$ cat config.mk
export PLATFORM = sky130hd
export DESIGN_NAME = blca_ctrl
export DESIGN_NICKNAME = d
export VERILOG_FILES = /design/src/sv/blca_pkg.sv /design/src/sv/blca_ctrl.sv
export SDC_FILE = /design/constraint.sdc
export NUM_CORES = 1
export LEC_CHECK = 0
export CAP_MARGIN = 5
export CORE_MARGIN = 1
export CORE_UTILIZATION = 55
export CTS_CLUSTER_DIAMETER = 50
export CTS_CLUSTER_SIZE = 25
export DETAILED_ROUTE_END_ITERATION = 8
export DONT_BUFFER_PORTS = 1
export GPL_TIMING_DRIVEN = 0
export PLACE_DENSITY = 0.7
export SYNTH_ARGS = -nofsm -noshare
export SYNTH_HDL_FRONTEND = slang
export SYNTH_SLANG_ARGS = --single-unit
$ cat constraint.sdc
create_clock -name clk -period 1.9 [get_ports clk]
set_input_delay 0.38 -clock clk [delete_from_list [all_inputs] [get_ports clk]]
set_output_delay 0.38 -clock clk [all_outputs]
set_load 0.1 [all_outputs]
$ cat src/sv/blca_pkg.sv
// Shared types for the binary lifting ancestor and LCA unit.
package blca_pkg;

	typedef enum logic [1:0] {
		KIND_LOAD  = 2'd0,
		KIND_BUILD = 2'd1,
		KIND_KTH   = 2'd2,
		KIND_LCA   = 2'd3
	} kind_t;

	typedef enum logic [1:0] {NSEL_J, NSEL_A, NSEL_B, NSEL_RD} node_sel_t;
	typedef enum logic [1:0] {LSEL_ZERO, LSEL_LVL, LSEL_PREV} lvl_sel_t;
	typedef enum logic [1:0] {WSEL_J, WSEL_B, WSEL_RD} wdata_sel_t;
	typedef enum logic [1:0] {RES_NONE, RES_A, RES_PAR} res_sel_t;

	typedef struct packed {
		logic       tbl_re;
		node_sel_t  rd_node;
		lvl_sel_t   rd_lvl;
		logic       tbl_we;
		node_sel_t  wr_node;
		lvl_sel_t   wr_lvl;
		wdata_sel_t wr_data;
		logic       dep_re;
		logic       dep_rd_b;
		logic       dep_we;
		logic       load_in;
		logic       j_init;
		logic       j_inc;
		logic       lvl_one;
		logic       lvl_top;
		logic       lvl_inc;
		logic       lvl_dec;
		logic       a_ld_rd;
		logic       a_ld_j;
		logic       d_inc;
		logic       d_ld_dep;
		logic       depth_cmp;
		logic       t_ld_rd;
		logic       lift;
		logic       res_set;
		res_sel_t   res_sel;
		logic       out_load;
		logic       ready_set;
		logic       ready_clr;
	} cmd_t;

	typedef struct packed {
		kind_t kind;
		logic  a_valid;
		logic  b_valid;
		logic  rd_valid;
		logic  ready;
		logic  j_in_range;
		logic  lvl_lt;
		logic  lvl_zero;
		logic  k_bit;
		logic  walk_on;
		logic  a_eq_b;
		logic  out_free;
	} status_t;

endpackage

$ cat src/sv/blca_ctrl.sv
// Sequencing state machine for loads, builds and queries.
module blca_ctrl
	import blca_pkg::*;
(
	input  logic    clk,
	input  logic    arst_n,
	input  logic    in_valid,
	input  kind_t   in_kind,
	output logic    in_ready,
	input  status_t st,
	output cmd_t    cmd
);

	typedef enum logic [4:0] {
		S_IDLE, S_LOAD, S_B0_CHK, S_B0_USE, S_B1_CHK, S_B1_T, S_B1_W,
		S_B2_CHK, S_B2_RD, S_B2_USE, S_Q_CHK, S_D_A, S_D_B, S_D_CMP,
		S_CL_CHK, S_CL_USE, S_CL_DONE, S_LF_A, S_LF_B, S_LF_USE,
		S_P_A, S_P_B, S_P_USE, S_OUT
	} state_t;

	state_t state_q, state_d;

	assign in_ready = (state_q == S_IDLE);

	always_comb begin
		cmd     = '0;
		state_d = state_q;
		unique case (state_q)
			S_IDLE: begin
				if (in_valid) begin
					cmd.load_in = 1'b1;
					cmd.j_init  = 1'b1;
					unique case (in_kind)
						KIND_LOAD:  state_d = S_LOAD;
						KIND_BUILD: state_d = S_B0_CHK;
						default:    state_d = S_Q_CHK;
					endcase
				end
			end
			S_LOAD: begin
				if (st.a_valid) begin
					cmd.tbl_we    = 1'b1;
					cmd.wr_node   = NSEL_A;
					cmd.wr_lvl    = LSEL_ZERO;
					cmd.wr_data   = WSEL_B;
					cmd.ready_clr = 1'b1;
				end
				state_d = S_IDLE;
			end
			S_B0_CHK: begin
				if (st.j_in_range) begin
					cmd.tbl_re  = 1'b1;
					cmd.rd_node = NSEL_J;
					cmd.rd_lvl  = LSEL_ZERO;
					state_d     = S_B0_USE;
				end else begin
					cmd.lvl_one = 1'b1;
					cmd.j_init  = 1'b1;
					state_d     = S_B1_CHK;
				end
			end
			S_B0_USE: begin
				if (!st.rd_valid) begin
					cmd.tbl_we  = 1'b1;
					cmd.wr_node = NSEL_J;
					cmd.wr_lvl  = LSEL_ZERO;
					cmd.wr_data = WSEL_J;
				end
				cmd.j_inc = 1'b1;
				state_d   = S_B0_CHK;
			end
			S_B1_CHK: begin
				if (!st.lvl_lt) begin
					cmd.j_init = 1'b1;
					state_d    = S_B2_CHK;
				end else if (st.j_in_range) begin
					cmd.tbl_re  = 1'b1;
					cmd.rd_node = NSEL_J;
					cmd.rd_lvl  = LSEL_PREV;
					state_d     = S_B1_T;
				end else begin
					cmd.lvl_inc = 1'b1;
					cmd.j_init  = 1'b1;
				end
			end
			S_B1_T: begin
				cmd.tbl_re  = 1'b1;
				cmd.rd_node = NSEL_RD;
				cmd.rd_lvl  = LSEL_PREV;
				state_d     = S_B1_W;
			end
			S_B1_W: begin
				cmd.tbl_we  = 1'b1;
				cmd.wr_node = NSEL_J;
				cmd.wr_lvl  = LSEL_LVL;
				cmd.wr_data = WSEL_RD;
				cmd.j_inc   = 1'b1;
				state_d     = S_B1_CHK;
			end
			S_B2_CHK: begin
				if (st.j_in_range) begin
					cmd.a_ld_j = 1'b1;
					state_d    = S_B2_RD;
				end else begin
					cmd.ready_set = 1'b1;
					state_d       = S_IDLE;
				end
			end
			S_B2_RD: begin
				cmd.tbl_re  = 1'b1;
				cmd.rd_node = NSEL_A;
				cmd.rd_lvl  = LSEL_ZERO;
				state_d     = S_B2_USE;
			end
			S_B2_USE: begin
				if (st.walk_on) begin
					cmd.a_ld_rd = 1'b1;
					cmd.d_inc   = 1'b1;
					state_d     = S_B2_RD;
				end else begin
					cmd.dep_we = 1'b1;
					cmd.j_inc  = 1'b1;
					state_d    = S_B2_CHK;
				end
			end
			S_Q_CHK: begin
				if (!st.ready || !st.a_valid || (st.kind == KIND_LCA && !st.b_valid)) begin
					cmd.res_set = 1'b1;
					cmd.res_sel = RES_NONE;
					state_d     = S_OUT;
				end else if (st.kind == KIND_LCA) begin
					state_d = S_D_A;
				end else begin
					state_d = S_CL_CHK;
				end
			end
			S_D_A: begin
				cmd.dep_re = 1'b1;
				state_d    = S_D_B;
			end
			S_D_B: begin
				cmd.dep_re   = 1'b1;
				cmd.dep_rd_b = 1'b1;
				cmd.d_ld_dep = 1'b1;
				state_d      = S_D_CMP;
			end
			S_D_CMP: begin
				cmd.depth_cmp = 1'b1;
				state_d       = S_CL_CHK;
			end
			S_CL_CHK: begin
				if (st.k_bit) begin
					cmd.tbl_re  = 1'b1;
					cmd.rd_node = NSEL_A;
					cmd.rd_lvl  = LSEL_LVL;
					state_d     = S_CL_USE;
				end else if (st.lvl_zero) begin
					state_d = S_CL_DONE;
				end else begin
					cmd.lvl_dec = 1'b1;
				end
			end
			S_CL_USE: begin
				cmd.a_ld_rd = 1'b1;
				if (st.lvl_zero) begin
					state_d = S_CL_DONE;
				end else begin
					cmd.lvl_dec = 1'b1;
					state_d     = S_CL_CHK;
				end
			end
			S_CL_DONE: begin
				if (st.kind == KIND_KTH || st.a_eq_b) begin
					cmd.res_set = 1'b1;
					cmd.res_sel = RES_A;
					state_d     = S_OUT;
				end else begin
					cmd.lvl_top = 1'b1;
					state_d     = S_LF_A;
				end
			end
			S_LF_A: begin
				cmd.tbl_re  = 1'b1;
				cmd.rd_node = NSEL_A;
				cmd.rd_lvl  = LSEL_LVL;
				state_d     = S_LF_B;
			end
			S_LF_B: begin
				cmd.t_ld_rd = 1'b1;
				cmd.tbl_re  = 1'b1;
				cmd.rd_node = NSEL_B;
				cmd.rd_lvl  = LSEL_LVL;
				state_d     = S_LF_USE;
			end
			S_LF_USE: begin
				cmd.lift = 1'b1;
				if (st.lvl_zero) begin
					state_d = S_P_A;
				end else begin
					cmd.lvl_dec = 1'b1;
					state_d     = S_LF_A;
				end
			end
			S_P_A: begin
				cmd.tbl_re  = 1'b1;
				cmd.rd_node = NSEL_A;
				cmd.rd_lvl  = LSEL_ZERO;
				state_d     = S_P_B;
			end
			S_P_B: begin
				cmd.t_ld_rd = 1'b1;
				cmd.tbl_re  = 1'b1;
				cmd.rd_node = NSEL_B;
				cmd.rd_lvl  = LSEL_ZERO;
				state_d     = S_P_USE;
			end
			S_P_USE: begin
				cmd.res_set = 1'b1;
				cmd.res_sel = RES_PAR;
				state_d     = S_OUT;
			end
			S_OUT: begin
				if (st.out_free) begin
					cmd.out_load = 1'b1;
					state_d      = S_IDLE;
				end
			end
			default: state_d = S_IDLE;
		endcase
	end

	always_ff @(posedge clk or negedge arst_n) begin
		if (!arst_n) begin
			state_q <= S_IDLE;
		end else begin
			state_q <= state_d;
		end
	end

endmodule

==> results of run 1 <==
cell usage after synthesis (all sizes together) (4+ instances only):
cell type  number
a21oi          11
a22oi           5
and3            8
buf            19
dfrtp           5
nand2          14
nand2b          5
nand3           4
nand3b          4
nor2           16
nor2b           9
nor3            9
nor3b           6
nor4            5
o21ai          13
through the flow:
step | util (%) | instance area, sq um | hold WS [ns]
2_1_floorplan | - | 1634 | 0.08441
3_3_place_gp | 81.68 | 1668 | 0.08448
3_5_place_dp | 81.68 | 1668 | 0.08448
kinds of logic after synthesis:
family	count (synthesis)	share of synthesized area [%]
other cells	1	0.2991
buf+inv	24	13.17
compound gates	60	33.74
xor+xnor	1	0.6987
simple gates	88	42.12
flops	5	9.980
==> out/qor.yml, run 1 <==
clock_tree:
  clock_path_buffers: 2
  clock_sinks: 5
  ctsHoldBuffers: 1
  numCtsBuffers: 3
  cts.repair.resized: 67
  htree_levels: 1
  post_cts_buffers: 36
  cts_root_buf: "clkbuf_4"
yosys:
  synth_flop_cell: "dfrtp_1"
  synth_top_cell_by_area: "dfrtp_1"
  synth_cell_types: 53
  synthCells: 179
  avgSynthCellArea_sq_um: 7.004
  synth_area_sq_um: 1254
  async_flop_share_pct: 100.0
  synth_seq_area_share_pct: 9.980
  synth_edf_count: 0
  synth_area_leaders: "dfrtp_1, buf_4, nor2_1"
  synth_top_area_share_pct: 9.980
  yosysWarnings: 0
  synth-seq-cells: 5
outcome:
  stop_stage: "4_1_cts"
  toolErrorMsg: "[ERROR DPL-0038] Utilization greater than 100%, impossible to legalize"
  status: "stopped before the end"
placed_design:
  port_buffers: 0
  gp_congestion: 1.115
  detailed_place_hpwl_microns: 3628
  dp_slack_ns: -0.8281
  dp_cells: 207
die:
  ios: 54
  row_count: 16
  die_h_microns: 49.75
  initial_utilization_pct: 61.40
  fp.dieW_microns: 49.75
==> run 2, diff against run 1 <==
==> config.mk (replaced) <==
export PLATFORM = sky130hd
export DESIGN_NAME = blca_ctrl
export DESIGN_NICKNAME = d
export VERILOG_FILES = /design/src/sv/blca_pkg.sv /design/src/sv/blca_ctrl.sv
export SDC_FILE = /design/constraint.sdc
export NUM_CORES = 1
export LEC_CHECK = 0
export CAP_MARGIN = 5
export CORE_AREA = 2 2 63 65
export DETAILED_ROUTE_END_ITERATION = 8
export DIE_AREA = 0 0 65 67
export DONT_BUFFER_PORTS = 1
export GPL_TIMING_DRIVEN = 0
export PLACE_DENSITY_LB_ADDON = 0.15
export SYNTH_ARGS = -nofsm -noshare
export SYNTH_HDL_FRONTEND = slang
export SYNTH_SLANG_ARGS = --single-unit
==> out/qor.yml, run 2 <==
cells_and_area:
  largest_register_ffs: 5
  fill_cells: 249
  layout_commonest_cell: "buf_4"
  reg_top3: "state_q x5"
  layout-drive-gt1-share_pct: 69.04
  final_nets: 258
  diodes: 0
  fin_area_sq_um: 2584
  final_cell_mix: "buf_4, buf_6, nand2_1"
  syn2layout_area_growth_pct: 106.1
  regMostFlops: "state_q"
yosys:
  synth_top_cell_by_area: "dfrtp_1"  # unchanged
  synth-seq-cells: 5  # unchanged
  synth_area_leaders: "dfrtp_1, buf_4, nor2_1"  # unchanged
  synth_edf_count: 0  # unchanged
  synth_common_cells: "nor2_1, nand2_1, a21oi_1"  # unchanged
  synthCells: 179  # unchanged
  synth_cell_types: 53  # unchanged
  avgSynthCellArea_sq_um: 7.004  # unchanged
  synth_seq_area_share_pct: 9.980  # unchanged
  synth.most_common_cell: "nor2_1"  # unchanged
  yosysWarnings: 0  # unchanged
  async_flop_share_pct: 100.0  # unchanged
  synth_flop_cell: "dfrtp_1"  # unchanged
  synth_top_area_share_pct: 9.980  # unchanged
  synth_area_sq_um: 1254  # unchanged
placed_design:
  detailed_place_hpwl_microns: 3880  # was 3628 microns
  place_area_sq_um: 1694  # was 1668 sq um
  gp_congestion: 0.9867  # was 1.115
  port_buffers: 0  # unchanged
routing:
  wl_per_cell_microns: 24.91
  drtIter0Drc: 204
  remaining_drc_errors: 0
  first_pass_iters: 7
  vias_per_cell: 6.808
  postRouteAntennaNets: 0
  vias: 1954
  wl_microns: 7148
critical_path:
  critPathKind: "reg2out"
  cp-start-kind: "flip-flop"
  endpoint_kind: "output pin"
  arrival_ns: 2.54
  crit_fanout: 8
  crit_required_ns: 1.52
die:
  row_count: 22  # was 16
  fp.dieW_microns: 65  # was 49.75 microns
  initial_utilization_pct: 34.77  # was 61.40%
  die_h_microns: 67  # was 49.75 microns
  ios: 54  # unchanged
  coreArea_sq_um: 3606
  dieArea_sq_um: 4355
timing:
  fmax_ghz: 0.3420
  finClkSkew_ns: 0.0008451
  report.final.slew_viol_count: 0
  period_share_pct: 153.9
  finalSetupViolations: 39
  worst_pin_slew_ns: 1.330
  finalHoldViolations: 0
  worst_slack_ns: -1.024
  min_period_ns: 2.924
  setup_tns_ns: -20.39
  slew_headroom_pct: 10.68
  rsz0062_at_grt: "true"
clock_tree:
  clock_sinks: 5  # unchanged
  numCtsBuffers: 3  # unchanged
  tritoncts: "done"
  htree_levels: 1  # unchanged
  cts_root_buf: "clkbuf_8"  # was clkbuf_4
  path_clk_slew_ns: 0.04
  clkLatencyLatePin_ns: 0.23
  clock_path_buffers: 2  # unchanged
outcome:
  status: "complete, but fails checks"  # was stopped before the end
  failed_checks: "setup timing"
run:
  max_cap_viol_count: 0
grt:
  grt_pass1_vias: 1887
  antenna_found_initial: 0
  grt_usage_pct: 31.88
  grt_pass1_wl_microns: 10380
  globalRoute.totalOverflow: 0
  grt_max_degree: 11
hold_path:
  hold_class: "in2reg"
==> run 2: cell counts after synthesis <==
No cell type changed its count.
==> run 2: stage by stage <==
| step | hold WS [ns] | util, % | setup WS (ns) | std cells |
|---|---|---|---|---|
| 2_1_floorplan | 0.08441 | - | -0.7429 | 180 |
| 3_3_place_gp | 0.08450 | 46.98 | -0.8212 | 228 |
| 3_5_place_dp | 0.08448 | 46.98 | -0.8254 | 228 |
| 4_1_cts | 0.3567 | 67.70 | -0.9642 | 280 |
| 5_1_grt | 0.3952 | 71.65 | -1.039 | 287 |
| 6_report | 0.3764 | 71.65 | -1.024 | 287 |
==> run 2: cell type report <==
| class | instances | area [sq um] | area share [%] |
|---|---|---|---|
| sequential | 5 | 128.9 | 4.988 |
| buffer | 21 | 305.3 | 11.82 |
| multi-input combinational | 151 | 1499 | 58.01 |
| clock inverter | 1 | 5.005 | 0.1937 |
| clock buffer | 3 | 41.29 | 1.598 |
| timing repair buffer | 55 | 526.8 | 20.39 |
| tap | 48 | 60.06 | 2.324 |
| inverter | 3 | 17.52 | 0.6780 |
==> run 2: logic make-up after synthesis <==
kind of cell           share of synthesized area [%]
other                                         0.2991
flip-flops                                     9.980
buffers and inverters                          13.17
XOR/XNOR                                      0.6987
AO/OA/AOI/OAI                                  33.74
AND/OR/NAND/NOR                                42.12
==> run 2: worst max-delay path, cell delays in order, from the launching register on <==
cell     delay (ns)
dfrtp_1        0.38
buf_6          0.15
or3_4          0.40
nor3_4         0.90
or3_4          0.48
==> run 2: per-layer routing <==
| metal | GRT usage (%) | vias to the layer above | routed length [microns] |
|---|---|---|---|
| met5 | 0 | - | 0 |
| met4 | 16.76 | 0 | 427 |
| met3 | 7.095 | 50 | 809 |
| met2 | 53.61 | 192 | 3395 |
| met1 | 37.77 | 912 | 2515 |
| li1 | - | 800 | - |
==> run 2: final timing paths <==
check	startpoint	to	slack (ns)	cells past startpoint
worst max-delay path	state_q[2]	cmd[18]	-1.02	4
worst min-delay path	in_kind[1]	state_q[3]	0.38	2
worst max register to register	state_q[2]	state_q[3]	-0.68	7
worst min register to register	state_q[1]	state_q[1]	0.96	4
max in group asynchronous	arst_n	state_q[4]	1.24	1
min in group asynchronous	arst_n	state_q[2]	0.44	1
==> run 2: repair_timing <==
action / 4_1_cts / 5_1_grt
pin swaps: 33 / 24
buffers inserted: 47 / 11
resized for setup: 83 / 25
hold buffers: 1 / 0
gates cloned: 0 / 1
endpoints found under the setup margin: 39 / 39
endpoints found under the hold margin: 5 / 0
Power of run 2 is left out: the tool's default activity adds up to more than one toggle a clock period on the data nets, which glitch-free logic cannot reach.
==> run 3, diff against run 2 <==
--- a/config.mk
+++ b/config.mk
@@ -5,6 +5,7 @@
 export SDC_FILE = /design/constraint.sdc
 export NUM_CORES = 1
 export LEC_CHECK = 0
+export ABC_AREA = 1
 export CAP_MARGIN = 5
 export CORE_AREA = 2 2 63 65
 export DETAILED_ROUTE_END_ITERATION = 8
==> out/qor.yml, run 3 <==
pwr:
  p_leak_uw: 0.0009163
  vdd_drop_max_mv: 0.9580
  p_total_uw: 3650
  powerDensity_nw_per_um2: 1944
clock_tree:
  htree_levels: 1  # unchanged
  path_clk_slew_ns: 0.03  # was 0.04 ns
  numCtsBuffers: 3  # unchanged
  clkLatencyLatePin_ns: 0.22  # was 0.23 ns
  tritoncts: "done"  # unchanged
  cts_root_buf: "clkbuf_8"  # unchanged
  clock_sinks: 5  # unchanged
  clock_path_buffers: 2  # unchanged
hold_path:
  hold_class: "in2reg"  # unchanged
  min_path_cells: 3  # was 2
  hold_end: "state_q[3]"  # unchanged
  hold_start: "st[4]"  # was in_kind[1]
critical_path:
  reg2regPathDepth: 11  # was 7
  critPathKind: "reg2out"  # unchanged
  cp-start-kind: "flip-flop"  # unchanged
  endpoint_kind: "output pin"  # unchanged
  r2r-start: "state_q[1]"  # was state_q[2]
  r2r_end: "state_q[3]"  # unchanged
  crit_required_ns: 1.52  # about the same
  arrival_ns: 2.18  # was 2.54 ns
  startpoint: "state_q[1]"  # was state_q[2]
  crit_fanout: 7  # was 8
  r2r_slack_ns: -0.40  # was -0.68 ns
cells_and_area:
  final_nets: 263  # was 258
  final_cell_mix: "nand2_1, buf_4, nor2_1"  # was buf_4, buf_6, nand2_1
  syn2layout_area_growth_pct: 84.40  # was 106.1%
  fill_cells: 378  # was 249
  reg_top3: "state_q x5"  # unchanged
  layout_commonest_cell: "nand2_1"  # was buf_4
  instances_no_fill: 292  # was 287
  diodes: 0  # unchanged
  largest_register_ffs: 5  # unchanged
  layout-drive-gt1-share_pct: 52.05  # was 69.04%
  regMostFlops: "state_q"  # unchanged
routing:
  wl_microns: 4238  # was 7148 microns
  remaining_drc_errors: 0  # unchanged
  first_pass_iters: 4  # was 7
  vias: 1404  # was 1,954
  vias_per_cell: 4.808  # was 6.808
  drtIter0Drc: 61  # was 204
  wl_per_cell_microns: 14.51  # was 24.91 microns
  postRouteAntennaNets: 0  # unchanged
timing:
  finalHoldViolations: 0  # unchanged
  rsz0062_at_grt: "true"  # unchanged
  period_share_pct: 134.7  # was 153.9%
  worst_slack_ns: -0.6588  # was -1.024 ns
  fmax_ghz: 0.3908  # was 0.3420 GHz
  report.final.slew_viol_count: 0  # unchanged
  finalSetupViolations: 37  # was 39
  finClkSkew_ns: 0.0008315  # was 0.0008451 ns
  worst_pin_slew_ns: 1.339  # was 1.330 ns
  min_period_ns: 2.559  # was 2.924 ns
  slew_headroom_pct: 10.06  # was 10.68%
placed_design:
  detailed_place_hpwl_microns: 3089  # was 3880 microns
  dp_cells: 255  # was 228
  gp_congestion: 0.8853  # was 0.9867
  port_buffers: 0  # unchanged
yosys:
  synth-seq-cells: 5  # unchanged
  synthCells: 204  # was 179
  synth_seq_area_share_pct: 12.29  # was 9.980%
  synth_cell_types: 21  # was 53
  avgSynthCellArea_sq_um: 4.993  # was 7.004 sq um
  synth_top_cell_by_area: "nand2_1"  # was dfrtp_1
  synth_area_leaders: "nand2_1, nor2_1, dfrtp_1"  # was dfrtp_1, buf_4, nor2_1
  synth_top_area_share_pct: 22.11  # was 9.980%
  synth_flop_cell: "dfrtp_1"  # unchanged
  yosysWarnings: 0  # unchanged
  synth_common_cells: "nand2_1, nor2_1, inv_1"  # was nor2_1, nand2_1, a21oi_1
  synth_area_sq_um: 1018  # was 1254 sq um
  async_flop_share_pct: 100.0  # unchanged
  synth_edf_count: 0  # unchanged
  synth.most_common_cell: "nand2_1"  # was nor2_1
grt:
  grt_max_degree: 11  # unchanged
  grt_usage_pct: 20.44  # was 31.88%
  grt_pass1_vias: 1423  # was 1,887
  antenna_found_initial: 0  # unchanged
  globalRoute.totalOverflow: 0  # unchanged
  grt_pass1_wl_microns: 6755  # was 10,380 microns
die:
  die_h_microns: 67  # unchanged
  dieArea_sq_um: 4355  # unchanged
  initial_utilization_pct: 28.24  # was 34.77%
  fp.dieW_microns: 65  # unchanged
  coreArea_sq_um: 3606  # unchanged
  row_count: 22  # unchanged
  ios: 54  # unchanged
outcome:
  status: "complete, but fails checks"  # unchanged
  failed_checks: "setup timing"  # unchanged
run:
  max_cap_viol_count: 0  # unchanged
run 3: cell types whose count changed after synthesis, sizes merged, moves of 5 or more:
cell and change:
nand3 +15, a22oi -5, and3 -8, nor3 -7
nor2b -9, buf -12, nand2 +49, nor3b -6
nor2 +30, a21oi -9, inv +37, nand4 +5
nand2b -5
run 3: worst max path at each step:
stage	end	slack [ns]
6_report	cmd[5]	-0.66
2_1_floorplan	cmd[29]	-0.75
4_1_cts	cmd[34]	-0.63
3_3_place_gp	cmd[29]	-0.86
3_5_place_dp	cmd[17]	-0.74
5_1_grt	cmd[5]	-0.71
run 3: timing repair:
item	in CTS	in global routing
endpoints found under the hold margin	5	0
hold buffers	1	0
resized for setup	61	13
pin swaps	23	12
gates cloned	0	0
buffers inserted	28	4
setup endpoints to repair	38	38
run 3: per-layer routing:
layer	vias to the layer above	global-route usage, %	wire length (microns)
li1	703	-	-
met4	0	8.777	138
met2	50	36.98	2164
met3	11	3.378	287
met1	640	23.58	1648
met5	-	0	0
run 3: layout make-up:
cell class                      count  area, sq um  share of cell area (%)
Timing Repair Buffer               35        287.8                   15.32
Sequential cell                     5        130.1                   6.929
Inverter                           40        196.4                   10.46
Buffer                              7        97.59                   5.197
Multi-Input combinational cell    153         1061                   56.50
Clock buffer                        4        45.04                   2.398
Tap cell                           48        60.06                   3.198
run 3: logic make-up (layout without fill, tap and decap cells):
family,count (synthesis),count (layout),synth area share (%)
other,1,2,0.3682
buffers and inverters,47,86,19.66
flip-flops,5,5,12.29
AND/OR/NAND/NOR,138,138,60.81
AO/OA/AOI/OAI,13,13,6.880
run 3: where the power goes:
group          switching (uW)  internal [uW]  leakage [uW]
logic                    2320            880      0.000835
registers                99.2            162     0.0000589
clock network            47.1            144     0.0000228
total                    2460           1190      0.000916
run 3: stage by stage:
stage	setup TNS, ns	setup WS [ns]	hold slack (ns)	utilization, %	instance area (sq um)
detailed placement	-8.076	-0.7418	0.08457	35.60	1284
floorplan	-5.895	-0.7489	0.08441	-	1199
CTS	-11.32	-0.6325	0.4335	49.86	1798
global placement	-9.980	-0.8644	0.08459	34.91	1259
finish	-11.90	-0.6588	0.4351	52.08	1878
global route	-14.32	-0.7070	0.4569	52.08	1878
run 3: critical path, stage by stage (launching register included):
cell     delay (ns)
dfrtp_2        0.47
nor2_4         0.17
nand3_1        0.31
nor2_4         0.62
inv_2          0.12
nand3_4        0.27
(Power assumes the default switching activity.)
==> run 4, diff against run 3 <==
==> constraint.sdc (replaced) <==
create_clock -name clk -period 2.75 [get_ports clk]
set_input_delay 0.55 -clock clk [delete_from_list [all_inputs] [get_ports clk]]
set_output_delay 0.55 -clock clk [all_outputs]
set_load 0.1 [all_outputs]
==> out/qor.yml, run 4 (same netlist as run 3, synthesis figures left out) <==
clock_tree:
  clock_sinks: 5  # unchanged
  clkLatencyLatePin_ns: 0.22  # about the same
  clock_path_buffers: 2  # unchanged
  tritoncts: "done"  # unchanged
  htree_levels: 1  # unchanged
  numCtsBuffers: 3  # unchanged
  path_clk_slew_ns: 0.04  # was 0.03 ns
  ctsHoldBuffers: 0  # was 1
  cts_root_buf: "clkbuf_8"  # unchanged
routing:
  wl_per_cell_microns: 14.17  # was 14.51 microns
  first_pass_iters: 5  # was 4
  wl_microns: 3812  # was 4238 microns
  drtIter0Drc: 61  # unchanged
  remaining_drc_errors: 0  # unchanged
  postRouteAntennaNets: 0  # unchanged
  vias: 1326  # was 1,404
  vias_per_cell: 4.929  # was 4.808
timing:
  finalHoldViolations: 0  # unchanged
  finalSetupViolations: 0  # was 37
  report.final.slew_viol_count: 0  # unchanged
  worst_pin_slew_ns: 1.319  # was 1.339 ns
  finClkSkew_ns: 0.005026  # was 0.0008315 ns
  rsz0062_at_grt: "true"  # unchanged
  min_period_ns: 2.729
  period_share_pct: 99.25
  fmax_ghz: 0.3664
  slew_headroom_pct: 11.42  # was 10.06%
cells_and_area:
  final_nets: 240  # was 263
  regMostFlops: "state_q"  # unchanged
  largest_register_ffs: 5  # unchanged
  layout_commonest_cell: "nand2_1"  # unchanged
  reg_top3: "state_q x5"  # unchanged
  layout-drive-gt1-share_pct: 37.56  # was 52.05%
  final_cell_mix: "nand2_1, nor2_1, inv_1"  # was nand2_1, buf_4, nor2_1
  diodes: 0  # unchanged
  fill_cells: 394  # was 378
  fin_area_sq_um: 1536  # was 1878 sq um
  syn2layout_area_growth_pct: 50.86  # was 84.40%
grt:
  globalRoute.totalOverflow: 0  # unchanged
  grt_usage_pct: 17.01  # was 20.44%
  grt_util_met2_pct: 27.45  # was 36.98%
  grt.busiest_layer: "met2"  # unchanged
  gr-usage-met3_pct: 5.068  # was 3.378%
  grt_pass1_vias: 1204  # was 1,423
  antenna_found_initial: 0  # unchanged
  grt_util_met1_pct: 22.17  # was 23.58%
  grt_max_degree: 11  # unchanged
  grt_pass1_wl_microns: 5664  # was 6755 microns
critical_path:
  crit_slowest_cell: "nand4_1"  # was nor2_4
  critPathKind: "reg2out"  # unchanged
  crit_fanout: 5  # was 7
  cp-start-kind: "flip-flop"  # unchanged
  crit_chain: "inv_2 -> nor2_2 -> nand3_4 -> nand2_8 -> nor2_4 -> nand4_1"  # was nor2_4 -> nand3_1 -> nor2_4 -> inv_2 -> nand3_4
  slowest_delay_ns: 0.91  # was 0.62 ns
  arrival_ns: 2.18  # about the same
  crit_required_ns: 2.20  # was 1.52 ns
  endpoint_kind: "output pin"  # unchanged
hold_path:
  hold_class: "in2async"  # was in2reg
die:
  die_h_microns: 67  # unchanged
  ios: 54  # unchanged
  initial_utilization_pct: 28.24  # unchanged
  dieArea_sq_um: 4355  # unchanged
  coreArea_sq_um: 3606  # unchanged
  fp.dieW_microns: 65  # unchanged
  row_count: 22  # unchanged
placed_design:
  detailed_place_hpwl_microns: 3032  # was 3089 microns
  gp_congestion: 0.8544  # was 0.8853
  port_buffers: 0  # unchanged
  place_area_sq_um: 1190  # was 1284 sq um
outcome:
  status: "finished, final reports clean"  # was complete, but fails checks
run:
  max_cap_viol_count: 0  # unchanged
## run 4: worst max-delay path: cells and delay by family, from the launching register on
| kind | cells | cell delay (ns) |
|---|---|---|
| buffers and inverters | 1 | 0.12 |
| flip-flops | 1 | 0.47 |
| AND/OR/NAND/NOR | 5 | 1.36 |
## run 4: final timing paths
kind / slack [ns] / endpoint / startpoint / cells past startpoint
min: 0.02 / state_q[4] / arst_n / 0
max reg2reg: 0.56 / state_q[3] / state_q[2] / 9
min reg2reg: 0.60 / state_q[1] / state_q[1] / 2
max: 0.02 / cmd[34] / state_q[2] / 6
min in group clk: 0.60 / state_q[1] / state_q[1] / 2
max in group asynchronous: 2.65 / state_q[2] / arst_n / 0
## run 4: repair_timing
item	4_1_cts	5_1_grt
buffers inserted	2	7
endpoints found under the setup margin	9	8
resized for setup	27	30
pin swaps	8	10
## run 4: cell type report
class                   count  area [sq um]  area share, %
multi-input cells         153         942.2          61.32
inverters                  40         171.4          11.16
flip-flops and latches      5         131.4          8.551
repair buffers             12         126.4          8.225
plain buffers               7         60.06          3.909
well taps                  48         60.06          3.909
clock buffers               4         45.04          2.932
## run 4: metal layers
metal	share of wire [%]	vias up
met5	0	-
met4	0.89	0
met3	12	4
met2	45	69
met1	43	594
li1	-	659
## run 4: per-stage QoR
stage / cells / hold WS [ns] / setup slack, ns / setup TNS (ns) / utilization (%)
finish: 269 / 0.01982 / 0.02067 / 0 / 42.61
global route: 269 / 0.01389 / -0.03725 / -0.04376 / 42.61
CTS: 262 / 0.01927 / -0.04787 / -0.08236 / 37.86
detailed placement: 256 / 0.2545 / -0.2073 / -0.8595 / 33.00
global placement: 253 / 0.2545 / -0.2823 / -1.465 / 31.09
floorplan: 205 / 0.2544 / -0.1193 / -0.2252 / -
Power of run 4 is left out for the same reason.
